$ cat config.mk
export PLATFORM = sky130hd
export DESIGN_NAME = rme_isqrt
export DESIGN_NICKNAME = d
export VERILOG_FILES = /design/src/design/rotation_matrix_to_euler_angles_unit_macros.svh /design/src/design/rme_isqrt.sv
export SDC_FILE = /design/constraint.sdc
export NUM_CORES = 2
export LEC_CHECK = 0
export ABC_CLOCK_PERIOD_IN_PS = 6200
export BUFFER_PORTS_ARGS = -buffer_cell sky130_fd_sc_hd__buf_4
export CORE_ASPECT_RATIO = 1.25
export CORE_UTILIZATION = 25
export CTS_BUF_LIST = sky130_fd_sc_hd__clkbuf_2
export CTS_CLUSTER_SIZE = 8
export DETAILED_ROUTE_END_ITERATION = 7
export GPL_TIMING_DRIVEN = 1
export PLACE_DENSITY = 0.47
export SYNTH_ARGS = -nofsm -noshare
export SYNTH_HDL_FRONTEND = slang
export SYNTH_SLANG_ARGS = --single-unit
$ cat constraint.sdc
create_clock -name clk -period 6.2 [get_ports clk]
set_input_delay 1.24 -clock clk [delete_from_list [all_inputs] [get_ports clk]]
set_output_delay 1.24 -clock clk [all_outputs]
set_load 0.02 [all_outputs]
$ cat src/design/rotation_matrix_to_euler_angles_unit_macros.svh
// Assertion macros for the rotation matrix to Euler angles unit.
`ifndef ROTATION_MATRIX_TO_EULER_ANGLES_UNIT_MACROS_SVH
`define ROTATION_MATRIX_TO_EULER_ANGLES_UNIT_MACROS_SVH
`ifndef SYNTHESIS
// Checked on every clock edge outside reset.
`define RME_ASSERT(lbl, prop) \
  lbl: assert property (@(posedge clk) disable iff (rst) prop) \
    else $error("rme assertion failed");
// Checked on every clock edge, reset included.
`define RME_ASSERT_ALWAYS(lbl, prop) \
  lbl: assert property (@(posedge clk) prop) \
    else $error("rme assertion failed");
`else
`define RME_ASSERT(lbl, prop)
`define RME_ASSERT_ALWAYS(lbl, prop)
`endif
`endif

$ cat src/design/rme_isqrt.sv
// Pipelined integer square root, one result bit per stage.
module rme_isqrt #(
  parameter int F = 14,
  parameter int SW = 112
) (
  input  logic            clk,
  input  logic [2*F:0]    v_in,
  input  logic [SW-1:0]   side_in,
  output logic [F+1:0]    r_out,
  output logic [SW-1:0]   side_out
);
  localparam int N = F + 2;
  localparam int R2W = 2 * F + 5;

  logic [F+1:0]   res  [N+1];
  logic [R2W-1:0] res2 [N+1];
  logic [2*F:0]   v    [N+1];
  logic [SW-1:0]  side [N+1];

  assign res[0] = '0;
  assign res2[0] = '0;
  assign v[0] = v_in;
  assign side[0] = side_in;

  for (genvar k = 0; k < N; k++) begin : g_stage
    localparam int B = F + 1 - k;
    logic [F+1:0]   cand;
    logic [R2W-1:0] cand2;
    logic           take;
    always_comb begin
      cand = res[k] | ((F+2)'(1) << B);
      // (res + 2^B)^2 built from the running square.
      cand2 = res2[k] + (R2W'(res[k]) << (B + 1)) + (R2W'(1) << (2 * B));
      take = cand2 <= R2W'(v[k]);
    end
    always_ff @(posedge clk) begin
      res[k+1] <= take ? cand : res[k];
      res2[k+1] <= take ? cand2 : res2[k];
      v[k+1] <= v[k];
      side[k+1] <= side[k];
    end
  end

  assign r_out = res[N];
  assign side_out = side[N];
endmodule

# [After elaboration in Yosys (flattened, before gate mapping)]
# Cells that the tools add are included.
[op_classes] muxes=16 addsub=30 magnitude_cmp=16
[ops] op="less-or-equal comparator 33 x 29 -> 1 bit" count=15
[ops] op="2-to-1 mux 33 bit" count=14
[ops] op="adder 32 x 29 -> 33 bit (second input constant)" count=1
[ops] op="adder 33 x 1 -> 33 bit (second input constant)" count=1
[ops] op="adder 33 x 11 -> 33 bit (second input constant)" count=1
[ops] op="adder 33 x 13 -> 33 bit (second input constant)" count=1
[ops] op="adder 33 x 15 -> 33 bit (second input constant)" count=1
[ops] op="adder 33 x 17 -> 33 bit" count=1
[ops] op="adder 33 x 17 -> 33 bit (second input constant)" count=1
[ops] op="adder 33 x 18 -> 33 bit" count=1
[ops] op="adder 33 x 19 -> 33 bit" count=1
[ops] op="adder 33 x 19 -> 33 bit (second input constant)" count=1
[ops] op="adder 33 x 20 -> 33 bit" count=1
[ops] op="adder 33 x 21 -> 33 bit" count=1
[ops] op="adder 33 x 21 -> 33 bit (second input constant)" count=1
[ops] op="adder 33 x 22 -> 33 bit" count=1
[ops] op="adder 33 x 23 -> 33 bit" count=1
[ops] op="adder 33 x 23 -> 33 bit (second input constant)" count=1
[ops] op="adder 33 x 24 -> 33 bit" count=1
[ops] op="adder 33 x 25 -> 33 bit" count=1
[ops] op="adder 33 x 25 -> 33 bit (second input constant)" count=1
[ops] op="adder 33 x 26 -> 33 bit" count=1
[ops] op="adder 33 x 27 -> 33 bit" count=1
[ops] op="adder 33 x 27 -> 33 bit (second input constant)" count=1
[ops] op="other kinds (11)" count=11
[word_totals] wordCells=139 inputBits=142 ff_bits=2976 output_inout_bits=128

# [Longest topological paths before layout]
[logic_depth] word_depth=4 depth_mapped=21 mapped_depth_nobuf=19

# [Least setup slack after synthesis]
# OpenSTA, ideal clock, no wires.
[synth_path] kind="register to register" start="register res2[70] (netlist name)" end="register res2[46] (netlist name)" required_ns=6.079 setup_ns=0.121 n_path_buf=1 period_less_slack_ns=4.453 path_stages_with_launch=21 t_arrival_ns=4.332 slack_ns=1.747 path_cell_list="dfxtp_1 ha_1 ha_1 a211oi_1 o21ai_0 o211a_1 or2_2 and2_1 nand3_1 nor2_1 xor2_1 ha_1 nand4_1 nor4_1 nand4_1 o311a_1 a221oi_2 nand2_1 nor2_4 buf_4 mux2_2"
[synth_between] elab_chain_len=4
[synth_rtl] element="from (decl)" line_no="rme_isqrt.sv:16" text="logic [R2W-1:0] res2 [N+1];"
[synth_rtl] element="from (signal, indexed assignment)" line_no="rme_isqrt.sv:38" text="res2[k+1] <= take ? cand2 : res2[k];"
[synth_rtl] element="adder 33 x 18 -> 33 bit" line_no="rme_isqrt.sv:33" text="cand2 = res2[k] + (R2W'(res[k]) << (B + 1)) + (R2W'(1) << (2 * B));"
[synth_rtl] element="adder 33 x 3 -> 33 bit" line_no="rme_isqrt.sv:33"
[synth_rtl] element="less-or-equal comparator 33 x 29 -> 1 bit" line_no="rme_isqrt.sv:34" text="take = cand2 <= R2W'(v[k]);"
[synth_rtl] element="net g_stage[14].take" line_no="rme_isqrt.sv:29" text="logic take;"
[synth_rtl] element="2-to-1 mux 33 bit" line_no="rme_isqrt.sv:38"
# The timed path passes the listed nets, and every way through them passes these cells.
# A chain may end at the register's enable or synchronous reset.

# [Worst setup path after layout]
[layout_path] start="register res2[70] (netlist name)" end="register res2[47] (netlist name)"
[layout_between] elab_chain_len=4
[layout_rtl] element="adder 33 x 18 -> 33 bit *" line_no="rme_isqrt.sv:33"
[layout_rtl] element="adder 33 x 3 -> 33 bit *" line_no="rme_isqrt.sv:33"
[layout_rtl] element="less-or-equal comparator 33 x 29 -> 1 bit" line_no="rme_isqrt.sv:34"
[layout_rtl] element="2-to-1 mux 33 bit *" line_no="rme_isqrt.sv:38"
# Mark *: on every way between the ends. The rest lies on a longest branch, timed or not.

==> impl_metrics.ini <==
[critical_path]
path_buf_inv = 0
critPathLaunchType = flop
worstPathArrival_ps = 7150
slowest_delay_ps = 590
crit_slowest_cell = nor2_4
cp_top_family = simple AND/OR/NAND/NOR gates
crit_path_end_kind = flop
required_ps = 7630
crit_chain = ha_1, ha_1, a211oi_1, o21ai_0, o211a_1, or2_2, and2_1, nand3_1, nor2_1, xor2_1, ha_1, nand4_1, nor4_1, nand4_1, o311a_1, a221oi_2, nand2_1, nor2_4, mux2_2
crit_path_frequent_cell = ha_1
path_max_fanout = 19
path_class = flop to flop

[logic_synthesis]
synth_largest_area_cell = dfxtp_1
synth_cells = 4688
syn_area_um2 = 66830
synthTopCellsByArea = dfxtp_1 (77%), ha_1 (5.6%), xnor2_1 (1.9%)
yosys.area_share.adder_pct = 5.636
synth.ff_latch_count = 2576
synthSimpleGateAreaFrac_pct = 5.538
synthArstFlopShare_pct = 0
synth_top_area_share_pct = 77.17
synth-edff-count = 0
synth_top_family_by_area = adder cells
synth-main-ff-cell = dfxtp_1
syn_avg_cell_area_um2 = 14.25
ys_seq_area_share_pct = 77.17
synth_xor_area_share_pct = 3.303
synthMuxAreaShare_pct = 1.464
synth.distinct_cells = 85
synth_compound_area_share_pct = 3.999
synth_most_common_cell = dfxtp_1
synthTopCellsByCount = dfxtp_1 (2576), ha_1 (301), inv_1 (239)
ys_warn_count = 0

[sta]
tightestPinTransition_ps = 1000
rsz0062_at_grt = false
finClkSkew_ps = 138.5
slew_headroom_pct = 32.69
tns_ps = 0
finalCritPeriodShare_pct = 92.38
hold_viol = 0
period_needed_ps = 5727
setup_viol = 0
finalMaxSlewViolations = 0
max_freq_mhz = 174.6
hold_ws_ps = 242.9

[cts]
insertion_delay_ps = 1620
root_buffer = clkbuf_2
numCtsBuffers = 631
clock-sinks = 2576
post_cts_resized = 0
clk_pin_slew_worst_paths_ps = 100
post-cts-setup-buffers = 0
clockBufferDepth = 4
htree_num_levels = 6
holdBufCountCts = 253
cts_tree = built

[pwr]
power_density_nw_per_um2 = 423.6
p_switching_mw = 9.508
pwr-share-comb_pct = 13.1
vdd_drop_max_uv = 264.4
pwr-share-clk_pct = 31.8
p_leak_nw = 36.02
p_seq_share_pct = 55.1
internal_power_mw = 24.61
netSwitchingFraction_pct = 27.87

[grt]
grt_pass1_wl_um = 181800
grt_pass1_vias = 37151
antenna_found_initial = 7
grtUsageTotal_pct = 8.288
grt_start_max_net_pins = 28
grt_overflow_total = 0

[status]
violations = design-rule violations
status = complete, but fails checks

[floorplan]
coreArea_um2 = 265100
ioPinCount = 270
die_w_um = 464.4
rows = 211
start_util_pct = 25.21
die_h_um = 580.0
die-area_um2 = 269400

[placement]
port_buffers = 268
hpwl_um = 75580
place_inst = 8336
place_congestion = 0.8078

[routing]
drc = 13
ant_nets = 0
routed_wl_um = 112600
vias_per_cell = 3.618
dr.first_iter.drc_count = 1122
dr.pass1.iters = 8
detailroute.via_count = 34972
routedWlPerCell_um = 11.65

[job]
cap_violations = 0

[final_layout]
fillers = 26998
fin_cells = 9667
nets = 6151
multi_input_area_um2 = 13340
drive_gt1_share_pct = 22.01
seqCellArea_um2 = 51570
areaGrowthSynthToFinish_pct = 20.52

[hold_path]
min_path_type = flop to flop
[sequential cells by signal, indices dropped and copies added, names as in the netlist]
name,cells
v,435
side,1680
r_out,15
side_out,112
res2,229
g_stage.cand,105
[final timing paths]
path               end  startpoint  depth (start not counted)  slack, ps
max           res2[47]    res2[70]                         19        470
min          side[747]   side[859]                          0        240
max reg2reg   res2[47]    res2[70]                         19        470
min reg2reg  side[747]   side[859]                          0        240
[cells in the final DEF (no fill, tap or decap), types with 8 or more instances in the layout]
master,synthesis,routed
ha_1,301,301
nor2_1,111,111
and3_1,30,30
buf_4,114,274
clkbuf_2,0,888
clkinv_2,0,26
xor2_1,109,109
nor4_1,46,46
dfxtp_1,2576,2576
nand2_1,133,133
a21oi_1,119,119
and4_1,16,16
nor2b_1,27,27
mux2_4,8,8
or3_1,9,9
o21bai_1,8,8
mux2_2,68,68
nand2b_1,23,23
o21a_1,15,15
bufinv_16,0,16
clkinvlp_4,0,11
nor4b_1,8,8
a31oi_1,18,18
xnor2_1,143,143
nand3_1,70,70
clkinv_1,1,106
nand4b_1,11,11
a211oi_1,24,24
o21ai_0,73,73
nand4_1,63,63
inv_1,239,239
inv_2,1,9
nor3_1,41,41
o211ai_1,10,10
inv_6,0,8
a21o_1,70,70
or2_2,11,11
dlygate4sd3_1,0,253
and2_1,46,46
[per-layer routing]
| metal | vias up | part of all wire, % | global-route usage [%] |
|---|---|---|---|
| met5 | - | 0.024 | 0 |
| met2 | 810 | 47 | 13.54 |
| met4 | 4 | 4.6 | 5.270 |
| met3 | 366 | 6.5 | 3.147 |
| met1 | 15916 | 42 | 8.988 |
| li1 | 17876 | - | - |
[per-stage QoR]
step	total power, mW	instance area [um^2]	util [%]	setup WS (ps)
after floorplan	22.21	66840	-	1747
after global placement	23.48	72270	27.27	371.7
after detailed placement	23.59	72270	27.27	528.0
after CTS	35.03	80520	30.38	348.8
after global routing	36.58	80540	30.39	15.72
final	34.12	80540	30.39	472.7
[cell families (layout without fill, tap and decap cells)]
logic type | Yosys count | after routing
DFF | 2576 | 2576
and+or+nand+nor | 681 | 681
AOI/OAI and AO/OA | 407 | 407
buffers and inverters | 385 | 1839
adders and majority gates | 301 | 301
xor gates and xnor gates | 252 | 252
muxes | 85 | 85
other | 1 | 12
[power groups by stage]
stage | clock [mW] | combinational [mW] | sequential (mW)
after CTS | 11.7 | 4.53 | 18.8
after global routing | 12.6 | 5.02 | 19.0
final | 10.8 | 4.47 | 18.8
after floorplan | 0 | 3.37 | 18.8
after detailed placement | 0 | 4.37 | 19.2
after global placement | 0 | 4.27 | 19.2
[layout make-up]
type | instances | area share (%)
clock buffers | 888 | 5.518
multi-input cells | 1731 | 16.57
flip-flops and latches | 2576 | 64.03
diodes | 7 | 0.02175
well taps | 3514 | 5.459
repair buffers | 527 | 5.698
inverters | 241 | 1.123
clock inverters | 183 | 1.585
Power figures use the tool's default switching activity.
